### config.mk
export PLATFORM = sky130hd
export DESIGN_NAME = usb_ep0_standard_request_engine_flat
export DESIGN_NICKNAME = d
export VERILOG_FILES = /design/src/sv/usbep0_pkg.sv /design/src/sv/usbep0_item_if.sv /design/src/sv/usbep0_result_if.sv /design/src/sv/usbep0_in_reg.sv /design/src/sv/usbep0_decode.sv /design/src/sv/usb_ep0_standard_request_engine.sv /design/src/flat_wrapper.sv
export SDC_FILE = /design/constraint.sdc
export NUM_CORES = 1
export LEC_CHECK = 0
export CAP_MARGIN = 20
export CORE_MARGIN = 3
export CORE_UTILIZATION = 35
export CTS_CLUSTER_DIAMETER = 50
export DETAILED_ROUTE_END_ITERATION = 10
export DONT_BUFFER_PORTS = 1
export PLACE_DENSITY = 0.6
export SLEW_MARGIN = 20
export SYNTH_ARGS = -nofsm -noshare
export SYNTH_HDL_FRONTEND = slang
export SYNTH_SLANG_ARGS = --single-unit
### constraint.sdc
create_clock -name i_clk -period 5.3 [get_ports i_clk]
set_input_delay 0.53 -clock i_clk [delete_from_list [all_inputs] [get_ports i_clk]]
set_output_delay 0.53 -clock i_clk [all_outputs]
set_load 0.05 [all_outputs]
### src/sv/usbep0_pkg.sv
// Package: shared types and codes of the control endpoint zero request engine.
`timescale 1ns / 1ps
package usbep0_pkg;

    // Control event codes
    localparam logic [1:0] OP_SETUP    = 2'd0;
    localparam logic [1:0] OP_IN_DONE  = 2'd1;
    localparam logic [1:0] OP_OUT_DONE = 2'd2;

    // Result action codes
    localparam logic [2:0] ACT_NONE      = 3'd0;
    localparam logic [2:0] ACT_STALL     = 3'd1;
    localparam logic [2:0] ACT_IN        = 3'd2;
    localparam logic [2:0] ACT_FWD_SETUP = 3'd3;
    localparam logic [2:0] ACT_FWD_OUT   = 3'd4;
    localparam logic [2:0] ACT_FWD_IN    = 3'd5;

    // Reply source codes
    localparam logic [1:0] SRC_ZERO    = 2'd0;
    localparam logic [1:0] SRC_CONFIG  = 2'd1;
    localparam logic [1:0] SRC_DESC    = 2'd2;
    localparam logic [1:0] SRC_PREFILL = 2'd3;

    // Standard request codes
    localparam logic [7:0] REQ_GET_STATUS        = 8'd0;
    localparam logic [7:0] REQ_CLEAR_FEATURE     = 8'd1;
    localparam logic [7:0] REQ_SET_FEATURE       = 8'd3;
    localparam logic [7:0] REQ_SET_ADDRESS       = 8'd5;
    localparam logic [7:0] REQ_GET_DESCRIPTOR    = 8'd6;
    localparam logic [7:0] REQ_GET_CONFIGURATION = 8'd8;
    localparam logic [7:0] REQ_SET_CONFIGURATION = 8'd9;
    localparam logic [7:0] REQ_SET_INTERFACE     = 8'd11;

    // Request type bits that select class or vendor requests
    localparam logic [7:0] TYPE_KIND_MASK = 8'h60;

    typedef struct packed {
        logic [1:0]  operation;
        logic [7:0]  request_type;
        logic [7:0]  request_code;
        logic [15:0] request_value;
        logic [15:0] request_index;
        logic [15:0] request_length;
        logic [15:0] descriptor_size;
        logic        descriptor_in_buffer;
        logic        config_accepted;
        logic        interface_accepted;
    } t_item;

    typedef struct packed {
        logic [2:0]  action;
        logic [15:0] in_length;
        logic [15:0] in_offset;
        logic [1:0]  reply_source;
        logic [7:0]  reply_byte;
        logic        arm_status_out;
        logic        prefilled_flag;
        logic        address_valid;
        logic [6:0]  device_address;
        logic [7:0]  current_configuration;
    } t_result;

    typedef struct packed {
        logic [7:0]  saved_type;
        logic [7:0]  saved_code;
        logic [15:0] saved_value;
        logic [15:0] bytes_remaining;
        logic [15:0] send_offset;
        logic [7:0]  selected_configuration;
    } t_state;

endpackage

### src/sv/usbep0_item_if.sv
// Interface: valid/ready channel that carries one control event word.
`timescale 1ns / 1ps
interface usbep0_item_if;
    logic                 valid;
    logic                 ready;
    usbep0_pkg::t_item    payload;

    modport source (output valid, output payload, input ready);
    modport sink   (input valid, input payload, output ready);
endinterface

### src/sv/usbep0_result_if.sv
// Interface: valid/ready channel that carries one endpoint result word.
`timescale 1ns / 1ps
interface usbep0_result_if;
    logic                 valid;
    logic                 ready;
    usbep0_pkg::t_result  payload;

    modport source (output valid, output payload, input ready);
    modport sink   (input valid, input payload, output ready);
endinterface

### src/sv/usbep0_in_reg.sv
// Input register stage: captures one event word and holds it until it moves on.
`timescale 1ns / 1ps
module usbep0_in_reg (
    input  logic                  i_clk,
    input  logic                  i_rst_n,
    usbep0_item_if.sink           i_item,
    input  logic                  i_take,
    output logic                  o_valid,
    output usbep0_pkg::t_item     o_item
);

    logic              r_valid;
    usbep0_pkg::t_item r_item;
    logic              n_load;

    // Accept when empty or when the held word moves on this cycle
    assign i_item.ready = !r_valid || i_take;
    assign n_load       = i_item.valid && i_item.ready;

    always_ff @(posedge i_clk) begin
        if (!i_rst_n) begin
            r_valid <= 1'b0;
        end else if (n_load) begin
            r_valid <= 1'b1;
        end else if (i_take) begin
            r_valid <= 1'b0;
        end
    end

    // Hold payload until replaced
    always_ff @(posedge i_clk) begin
        if (n_load) begin
            r_item <= i_item.payload;
        end
    end

    assign o_valid = r_valid;
    assign o_item  = r_item;

endmodule

### src/sv/usbep0_decode.sv
// Request decoder: result word and next state for one event word.
`timescale 1ns / 1ps
module usbep0_decode #(
    parameter int MAX_PACKET = 64
) (
    input  usbep0_pkg::t_item     i_item,
    input  usbep0_pkg::t_state    i_state,
    output usbep0_pkg::t_result   o_result,
    output usbep0_pkg::t_state    o_state
);

    localparam logic [15:0] MaxPkt = 16'(MAX_PACKET);

    logic        is_setup;
    logic        new_std;
    logic        saved_std;
    logic [15:0] clamped;
    logic [15:0] chunk_rem;
    logic [15:0] chunk_off;
    logic [15:0] chunk_len;

    assign is_setup  = (i_item.operation == usbep0_pkg::OP_SETUP);
    assign new_std   = (i_item.request_type & usbep0_pkg::TYPE_KIND_MASK) == 8'h00;
    assign saved_std = (i_state.saved_type & usbep0_pkg::TYPE_KIND_MASK) == 8'h00;

    // Clamp the descriptor size to the host's length
    assign clamped = (i_item.descriptor_size > i_item.request_length) ?
                     i_item.request_length : i_item.descriptor_size;

    // A chunk starts from the fresh clamp on setup, else from the saved transfer
    assign chunk_rem = is_setup ? clamped : i_state.bytes_remaining;
    assign chunk_off = is_setup ? 16'd0   : i_state.send_offset;
    assign chunk_len = (chunk_rem > MaxPkt) ? MaxPkt : chunk_rem;

    always_comb begin
        o_result = '0;
        o_state  = i_state;

        case (i_item.operation)
            usbep0_pkg::OP_SETUP: begin
                // Save the setup packet and drop any stale transfer
                o_state.saved_type      = i_item.request_type;
                o_state.saved_code      = i_item.request_code;
                o_state.saved_value     = i_item.request_value;
                o_state.bytes_remaining = 16'd0;
                o_state.send_offset     = 16'd0;
                if (!new_std) begin
                    o_result.action = usbep0_pkg::ACT_FWD_SETUP;
                end else begin
                    case (i_item.request_code)
                        usbep0_pkg::REQ_GET_STATUS: begin
                            o_result.action         = usbep0_pkg::ACT_IN;
                            o_result.in_length      = 16'd2;
                            o_result.reply_source   = usbep0_pkg::SRC_ZERO;
                            o_result.arm_status_out = 1'b1;
                        end
                        usbep0_pkg::REQ_CLEAR_FEATURE,
                        usbep0_pkg::REQ_SET_FEATURE,
                        usbep0_pkg::REQ_SET_ADDRESS: begin
                            o_result.action         = usbep0_pkg::ACT_IN;
                            o_result.reply_source   = usbep0_pkg::SRC_ZERO;
                            o_result.arm_status_out = 1'b1;
                        end
                        usbep0_pkg::REQ_GET_DESCRIPTOR: begin
                            if (i_item.descriptor_size == 16'd0) begin
                                o_result.action = usbep0_pkg::ACT_STALL;
                            end else if (i_item.descriptor_in_buffer) begin
                                o_result.action         = usbep0_pkg::ACT_IN;
                                o_result.in_length      = clamped;
                                o_result.reply_source   = usbep0_pkg::SRC_PREFILL;
                                o_result.prefilled_flag = 1'b1;
                            end else begin
                                o_result.action         = usbep0_pkg::ACT_IN;
                                o_result.in_length      = chunk_len;
                                o_result.in_offset      = chunk_off;
                                o_result.reply_source   = usbep0_pkg::SRC_DESC;
                                o_result.arm_status_out = (chunk_len == 16'd0);
                                o_state.bytes_remaining = chunk_rem - chunk_len;
                                o_state.send_offset     = chunk_off + chunk_len;
                            end
                        end
                        usbep0_pkg::REQ_GET_CONFIGURATION: begin
                            o_result.action         = usbep0_pkg::ACT_IN;
                            o_result.in_length      = 16'd1;
                            o_result.reply_source   = usbep0_pkg::SRC_CONFIG;
                            o_result.arm_status_out = 1'b1;
                            o_result.reply_byte     = i_state.selected_configuration;
                        end
                        usbep0_pkg::REQ_SET_CONFIGURATION: begin
                            if (i_item.config_accepted) begin
                                o_state.selected_configuration = i_item.request_value[7:0];
                                o_result.action         = usbep0_pkg::ACT_IN;
                                o_result.reply_source   = usbep0_pkg::SRC_ZERO;
                                o_result.arm_status_out = 1'b1;
                            end else begin
                                o_result.action = usbep0_pkg::ACT_STALL;
                            end
                        end
                        usbep0_pkg::REQ_SET_INTERFACE: begin
                            if (i_item.interface_accepted) begin
                                o_result.action         = usbep0_pkg::ACT_IN;
                                o_result.reply_source   = usbep0_pkg::SRC_ZERO;
                                o_result.arm_status_out = 1'b1;
                            end else begin
                                o_result.action = usbep0_pkg::ACT_STALL;
                            end
                        end
                        default: begin
                            o_result.action = usbep0_pkg::ACT_STALL;
                        end
                    endcase
                end
            end
            usbep0_pkg::OP_IN_DONE: begin
                // Forward a class IN complete, send the next chunk, or make the new address take effect
                if (!saved_std) begin
                    o_result.action = usbep0_pkg::ACT_FWD_IN;
                end else if (i_state.saved_code == usbep0_pkg::REQ_SET_ADDRESS) begin
                    o_result.address_valid  = 1'b1;
                    o_result.device_address = i_state.saved_value[6:0];
                end else if (i_state.saved_code == usbep0_pkg::REQ_GET_DESCRIPTOR) begin
                    o_result.action         = usbep0_pkg::ACT_IN;
                    o_result.in_length      = chunk_len;
                    o_result.in_offset      = chunk_off;
                    o_result.reply_source   = usbep0_pkg::SRC_DESC;
                    o_result.arm_status_out = (chunk_len == 16'd0);
                    o_state.bytes_remaining = chunk_rem - chunk_len;
                    o_state.send_offset     = chunk_off + chunk_len;
                end
            end
            usbep0_pkg::OP_OUT_DONE: begin
                if (!saved_std) begin
                    o_result.action = usbep0_pkg::ACT_FWD_OUT;
                end
            end
            default: begin
                // Unknown event: no action, state unchanged
            end
        endcase

        o_result.current_configuration = o_state.selected_configuration;
    end

endmodule

### src/sv/usb_ep0_standard_request_engine.sv
// Top level: control endpoint zero standard request engine.
//
// Usage:
//   i_item carries control events (setup packet, IN complete, OUT complete)
//   together with the external descriptor lookup and acceptance answers.
//   o_result carries exactly one result word per event: the endpoint action,
//   IN length/offset/source, status-OUT arm, address update and the current
//   configuration.
//   An accepted word waits in the input register and is decoded into the
//   result register. Throughput: one word per cycle while the receiver takes
//   results; the decode is a single pass of compares and one 16-bit
//   subtract/add, and the saved request and transfer state update as each
//   word leaves the input register, so the following word sees it at once.
//   Reset (synchronous, active low) clears both pipeline registers and all
//   state: no configuration selected, no transfer pending.
//   When the receiver stalls, the result register holds, the input register
//   fills and then i_item.ready drops; no word is lost or repeated.
//   MAX_PACKET sets the largest descriptor chunk per IN packet (8 to 64).
`timescale 1ns / 1ps
module usb_ep0_standard_request_engine #(
    parameter int MAX_PACKET = 64
) (
    input  logic              i_clk,
    input  logic              i_rst_n,
    usbep0_item_if.sink       i_item,
    usbep0_result_if.source   o_result
);

    logic                 s1_valid;
    usbep0_pkg::t_item    s1_item;
    logic                 s1_take;
    usbep0_pkg::t_result  dec_result;
    usbep0_pkg::t_state   dec_state;

    logic                 r_out_valid;
    usbep0_pkg::t_result  r_out;
    usbep0_pkg::t_state   r_state;
    logic                 out_free;

    // Result register frees when empty or taken this cycle
    assign out_free = !r_out_valid || o_result.ready;
    assign s1_take  = s1_valid && out_free;

    usbep0_in_reg u_in_reg (
        .i_clk   (i_clk),
        .i_rst_n (i_rst_n),
        .i_item  (i_item),
        .i_take  (out_free),
        .o_valid (s1_valid),
        .o_item  (s1_item)
    );

    usbep0_decode #(
        .MAX_PACKET (MAX_PACKET)
    ) u_decode (
        .i_item   (s1_item),
        .i_state  (r_state),
        .o_result (dec_result),
        .o_state  (dec_state)
    );

    // Advance saved state as each word is decoded
    always_ff @(posedge i_clk) begin
        if (!i_rst_n) begin
            r_state <= '0;
        end else if (s1_take) begin
            r_state <= dec_state;
        end
    end

    // Result register
    always_ff @(posedge i_clk) begin
        if (!i_rst_n) begin
            r_out_valid <= 1'b0;
        end else if (s1_take) begin
            r_out_valid <= 1'b1;
        end else if (o_result.ready) begin
            r_out_valid <= 1'b0;
        end
    end

    always_ff @(posedge i_clk) begin
        if (s1_take) begin
            r_out <= dec_result;
        end
    end

    assign o_result.valid   = r_out_valid;
    assign o_result.payload = r_out;

endmodule

### src/flat_wrapper.sv
// flat-port wrapper written by rule: the top's interface ports become plain ports
module usb_ep0_standard_request_engine_flat 
#(
    parameter int MAX_PACKET = 64
)
  (i_clk, i_rst_n, i_item_valid, i_item_payload, i_item_ready, o_result_valid, o_result_payload, o_result_ready);
  usbep0_item_if i_item_i ();
  usbep0_result_if o_result_i ();
  input  logic i_clk;
  input  logic i_rst_n;
  input wire logic [$bits(i_item_i.valid)-1:0] i_item_valid;
  input wire logic [$bits(i_item_i.payload)-1:0] i_item_payload;
  output wire logic [$bits(i_item_i.ready)-1:0] i_item_ready;
  output wire logic [$bits(o_result_i.valid)-1:0] o_result_valid;
  output wire logic [$bits(o_result_i.payload)-1:0] o_result_payload;
  input wire logic [$bits(o_result_i.ready)-1:0] o_result_ready;
  assign i_item_i.valid = i_item_valid;
  assign i_item_i.payload = i_item_payload;
  assign i_item_ready = i_item_i.ready;
  assign o_result_valid = o_result_i.valid;
  assign o_result_payload = o_result_i.payload;
  assign o_result_i.ready = o_result_ready;
  usb_ep0_standard_request_engine #(.MAX_PACKET(MAX_PACKET)) u_core (.i_clk(i_clk), .i_rst_n(i_rst_n), .i_item(i_item_i), .o_result(o_result_i));
endmodule
=== Word-level counts from Yosys, hierarchy flattened ===
Index checks and enable logic that the tools add are counted.

* Flip-flop bits (word level): 187
* Latch bits: 0
* RAM bits: 0
* Bits in read-only memories: 0
* Bits of input ports: 89
* Output and inout bits: 65
* Word-level logic and storage cells: 122
* Memories kept: 0

* Add/sub/neg operators: 2
* $mul: 0
* Div/mod/pow operators: 0
* Magnitude comparators: 2
* Equality and inequality tests: 14
* Shift-type cells: 0
* Multiplexer cells: 52
* Bitwise operators: 3
* Reduce and logical (&&, ||, !) cells: 22

{| class="wikitable"
|+ Operators with widths
! operator !! count
|-
| $mux 32 || 6
|-
| $mux 16 || 7
|-
| $mux 36 || 2
|-
| $mux 34 || 2
|-
| $pmux 34 s2 || 1
|-
| $pmux 32 s2 || 1
|-
| $pmux 16 s3 || 1
|-
| $mux 44 || 1
|-
| $mux 40 || 1
|-
| $mux 8 || 5
|-
| $eq 8x3->1 const B || 4
|-
| $logic_not 16->1 || 2
|-
| $eq 8x4->1 const B || 3
|-
| $logic_not 8->1 || 3
|-
| $add 16x16->16 || 1
|-
| $gt 16x16->1 || 1
|-
| $gt 16x7->1 const B || 1
|-
| $sub 16x16->16 || 1
|-
| $mux 1 || 13
|-
| $pmux 3 s4 || 1
|-
| $mux 3 || 3
|-
| $pmux 3 s3 || 1
|-
| $eq 8x1->1 const B || 1
|-
| $eq 8x2->1 const B || 1
|-
| other kinds (18) || 32
|}

=== Longest topological paths before layout ===
* Depth in word-level cells: 11
* Gate-level depth with buffers: 26

=== Hierarchy ===
A second synthesis with hierarchy kept.

* Cell total of the unflattened synthesis: 1134
* Area total of the unflattened synthesis: 11539.8 um^2

{| class="wikitable"
|+ Modules (own cells, without submodules)
! module !! times used !! cells each !! area an instance (um^2) !! sequential area each (um^2)
|-
| usb_ep0_standard_request_engine || 1 || 380 || 4880.9 || 3353.2
|-
| usbep0_decode || 1 || 664 || 4048.9 || 0.0
|-
| usbep0_in_reg || 1 || 90 || 2610.0 || 2572.5
|}

=== Least setup slack after synthesis ===
OpenSTA, ideal clock, no wires.

* Path type: reg-to-reg
* Start point: register u_core.u_in_reg.r_item, in the netlist u_core.u_in_reg.o_item[14]
* End point: register u_core.r_state[21] (netlist bit)
* Arrival time: 5.088 ns
* Data required time: 5.180 ns
* Setup slack: 0.093 ns
* Cell stages (with the launch flop): 23
* Path buffers: 1
* Period minus slack after synthesis: 5.207 ns
* Cell sequence: edfxtp_1 -> ha_1 -> nand4_1 -> a2111o_1 -> a31oi_4 -> mux2i_1 -> a31oi_1 -> or4_1 -> or2_4 -> buf_6 -> nor2_1 -> ha_1 -> a21o_1 -> a21oi_1 -> nor2b_1 -> o21ai_0 -> nand2b_1 -> a21oi_1 -> a21oi_1 -> a21o_1 -> a21oi_1 -> o21ai_1 -> a211o_1

* Word-level cells in the longest chain between the ends: 11

{| class="wikitable"
|+ RTL lines
! item !! RTL line !! text
|-
| start: declaration || usbep0_in_reg.sv:13 || <nowiki>usbep0_pkg::t_item r_item;</nowiki>
|-
| start signal: assignment || usbep0_in_reg.sv:33 || <nowiki>r_item <= i_item.payload;</nowiki>
|-
| $gt 16x16->1 || usbep0_decode.sv:27 || <nowiki>assign clamped = (i_item.descriptor_size > i_item.request_length) ?</nowiki>
|-
| $mux 16 || usbep0_decode.sv:27 ||
|-
| $mux 16 || usbep0_decode.sv:31 || <nowiki>assign chunk_rem = is_setup ? clamped : i_state.bytes_remaining;</nowiki>
|-
| $gt 16x7->1 || usbep0_decode.sv:33 || <nowiki>assign chunk_len = (chunk_rem > MaxPkt) ? MaxPkt : chunk_rem;</nowiki>
|-
| $mux 16 || usbep0_decode.sv:33 ||
|-
| $add 16x16->16 || usbep0_decode.sv:79, usbep0_decode.sv:128 ||
|-
| $mux 32 || usbep0_decode.sv:67 || <nowiki>end else if (i_item.descriptor_in_buffer) begin</nowiki>
|-
| $mux 32 || usbep0_decode.sv:65 || <nowiki>if (i_item.descriptor_size == 16'd0) begin</nowiki>
|-
| $mux 32 || usbep0_decode.sv:50 || <nowiki>case (i_item.request_code)</nowiki>
|-
| $mux 40 || usbep0_decode.sv:47 || <nowiki>if (!new_std) begin</nowiki>
|-
| $pmux 32 s2 * || usbep0_decode.sv:39 || <nowiki>case (i_item.operation)</nowiki>
|-
| end signal: assignment || usb_ep0_standard_request_engine.sv:67 || <nowiki>r_state <= dec_state;</nowiki>
|-
| end: declaration || usb_ep0_standard_request_engine.sv:37 || <nowiki>usbep0_pkg::t_state r_state;</nowiki>
|}

Every way passes the cells marked *; elsewhere a longest branch is shown, timed or not. The select of a mux whose other input is x is not followed.
A chain may end at the register's enable or synchronous reset.

=== Final worst setup path ===
* Start point: register u_core.u_in_reg.r_item, in the netlist u_core.u_in_reg.o_item[11]
* End point: register u_core.r_state[22] (netlist bit)

Same word-level chain as after synthesis.

==> flow_summary.yaml <==
sta:
  post-route-period-util: 0.961
  worst_pin_slew_ns: 1.02
  setup_tns_ns: 0
  fin_skew_ns: 0.0169
  whs_ns: 0.179
  clock.fmax_mhz: 196
  rsz0062_at_grt: "yes"
  fin_crit_ns: 5.09
  slew_headroom: 0.322
  finalMaxSlewViolations: 0
  hold_viol: 0
  setup_viol: 0
logic_synthesis:
  synth_xor_area_frac: 0.0173
  syn_area_um2: 8600
  synth_top_family_by_area: "simple AND/OR/NAND/NOR gates"
  yosysTopAreaCell: "edfxtp_1"
  yosysWarningCount: 0
  synth_edf_count: 118
  synth_compound_area_frac: 0.127
  yosysMostFrequentCell: "edfxtp_1"
  synth_cells: 792
  yosysSeqAreaShare: 0.550
  yosysTopAreaCellShare: 0.412
  synthSimpleGateAreaFrac: 0.183
  synth_adder_area_share: 0.0486
  yosysUniqueCellTypes: 69
  synth_common_cells: "edfxtp_1, nand2_1, dfxtp_1"
  synth_area_leaders: "edfxtp_1, dfxtp_1, ha_1, and2_1, nand2_1"
  ys_ff_latch: 177
  synth_top_flop_cell: "edfxtp_1"
  ys_async_sr_fraction: 0
  synth.avg_cell_area_um2: 10.9
  synth.mux.area_fraction: 0.0454
layout:
  design_area_um2: 10300
  fin_nets: 986
  finish.utilization: 0.433
  drive_above_1_share: 0.187
  diodes: 0
  synthToLayoutAreaGrowth_pct: 20.1
die:
  dieWidth_um: 163
  die-area_um2: 26500
  die_h_um: 163
  coreArea_um2: 23800
  num_rows: 56
  ioPinCount: 154
  start_util: 0.361
placement:
  place.gp.congestion: 0.838
  port_buffers: 0
  placed_area_um2: 9410
  post-dp-hpwl_mm: 14.3
clock_tree:
  cts.sinks: 177
  clock-root-buffer: "clkbuf_16"
  ctsLongestPathBuffers: 2
  cts_hold_buf: 0
  cts_made_buffers: 17
  cts_tree: "done"
  clk_latency_ns: 0.44
  path_clk_slew_ns: 0.09
  cts.htree.levels: 4
route:
  wirelength_mm: 20.1
  route.antenna.remaining_nets: 0
  vias: 5968
  viasPerCell: 4.99
  wl_per_cell_um: 16.8
  initialDrtViolationCount: 338
  post-route-drc-count: 0
  firstDrtPassIters: 4
hold_path:
  hold_path.class: "primary input to register"
  hp-start: "i_item_payload[53]"
  min_to: "u_core.u_in_reg.o_item[53]"
  whs_path_depth: 0
worst_setup_path:
  crit_arrival_ns: 5.42
  cp-start-kind: "register"
  r2r_cells: 25
  worst-path-max-fanout: 5
  critPathKind: "register to register"
  cp-end-kind: "register"
  worstReg2RegStart: "u_core.u_in_reg.o_item[11]"
  reg2reg_slack_ns: 0.21
  cp_data_required_time_ns: 5.62
  r2r_end: "u_core.r_state[22]"
global_routing:
  track_usage: 0.151
  antenna_found_initial: 1
  gr-total-overflow: 0
  grt_pass1_vias: 5860
  grt_max_degree: 74
  grt_first_pass_wirelength_mm: 31.3
pwr:
  cellPowerDensity_nw_per_um2: 313
  p_total_mw: 3.23
  p_leak_nw: 3.86
  vdd_ir_drop_max_uv: 182
run_status:
  status: "complete, no violations"
flow_run:
  maxCapViolCount: 0
[cells in the final DEF (no fill, tap or decap), types with 6 or more instances in the layout]
cell type  instances
ha_1              28
nand2b_1           7
buf_4             78
nand3_1           12
nor3_1            18
a21oi_2            6
dfxtp_1           59
mux2i_1           26
o22ai_1            8
a21boi_0          18
nor2_1            52
mux2_2             8
a21o_1             6
and2_1            50
edfxtp_1         118
nor4_1             6
o21ai_0           16
clkinv_8           8
o21a_1             6
inv_1             24
o21ai_1           15
conb_1             9
nor2b_1           28
clkbuf_16         17
nand2_1           84
a21oi_1           36
a22oi_1            9
xnor2_1           12
or3_1              7
[cell type report]
| class | count | area, um2 |
|---|---|---|
| Clock buffer | 17 | 425 |
| Clock inverter | 15 | 206 |
| Fill cell | 2304 | 13500 |
| Inverter | 24 | 90.1 |
| Multi-Input combinational cell | 564 | 3860 |
| Sequential cell | 177 | 4720 |
| Tap cell | 319 | 399 |
| Timing Repair Buffer | 81 | 619 |
[worst max-delay path: stages, from the launching register on]
cell and delay, ns:
edfxtp_1 0.42, ha_1 0.32, nand4_1 0.16, buf_4 0.18, nor4_4 0.28, a31oi_4 0.10
buf_6 0.15, or4_4 0.42, and2_4 0.16, or4_4 0.54, or2_4 0.27, buf_4 0.15
nor2_4 0.10, ha_4 0.15, fa_2 0.19, a21o_1 0.12, a21oi_2 0.05, nor2b_1 0.12
o21ai_1 0.10, nand2_1 0.12, nor2_1 0.07, o2111ai_2 0.23, nand2_1 0.13, o31ai_2 0.22
xnor2_1 0.16, o21ai_1 0.07
[state kept, by name (all words and copies together) (netlist names)]
| name | cells |
|---|---|
| u_core.o_result.payload | 63 |
| u_core.o_result.valid | 1 |
| u_core.r_state | 57 |
| u_core.u_in_reg.o_item | 55 |
| u_core.u_in_reg.o_valid | 1 |
[repair_timing]
action	in CTS	in global routing
buffers inserted	0	12
setup endpoints to repair	8	9
gates resized for setup	4	36
pin swaps	4	26
[through the flow]
step | setup WS (ns) | cells
finish | 0.205 | 1197
global route | -0.0656 | 1197
CTS | -0.00976 | 1186
detailed placement | -0.148 | 1154
global placement | -0.122 | 1154
floorplan | 0.0926 | 799
[where the power goes]
part	switching (mW)	total (mW)	internal [mW]	leakage, nW
clock	0.641	1.29	0.651	0.301
sequential	0.0984	1.62	1.52	1.61
combinational	0.177	0.311	0.135	1.95
total	0.916	3.23	2.31	3.86
[kinds of logic after synthesis]
group / count (synthesis)
AO/OA/AOI/OAI: 165
adder cells (fa/ha/maj): 33
XOR/XNOR: 17
multiplexers: 38
buffers and inverters: 58
flip-flops: 177
AND/OR/NAND/NOR: 302
other: 2
[worst max path at each step]
stage,from,endpoint,slack [ns]
floorplan,u_core.u_in_reg.o_item[14],u_core.r_state[21],0.09
global placement,u_core.u_in_reg.o_item[16],u_core.r_state[19],-0.12
detailed placement,u_core.u_in_reg.o_item[30],u_core.r_state[19],-0.15
CTS,u_core.u_in_reg.o_item[33],u_core.r_state[19],-0.01
global route,u_core.u_in_reg.o_item[29],u_core.r_state[19],-0.07
finish,u_core.u_in_reg.o_item[11],u_core.r_state[22],0.21
[routing by layer]
layer,share of wire,wire length (um),track usage
met1,0.48,9750,0.208
met2,0.46,9160,0.239
met3,0.050,1010,0.0417
met4,0.0089,178,0.0346
met5,0.00065,13,0
No activity file was read; power rests on OpenSTA's default activity.
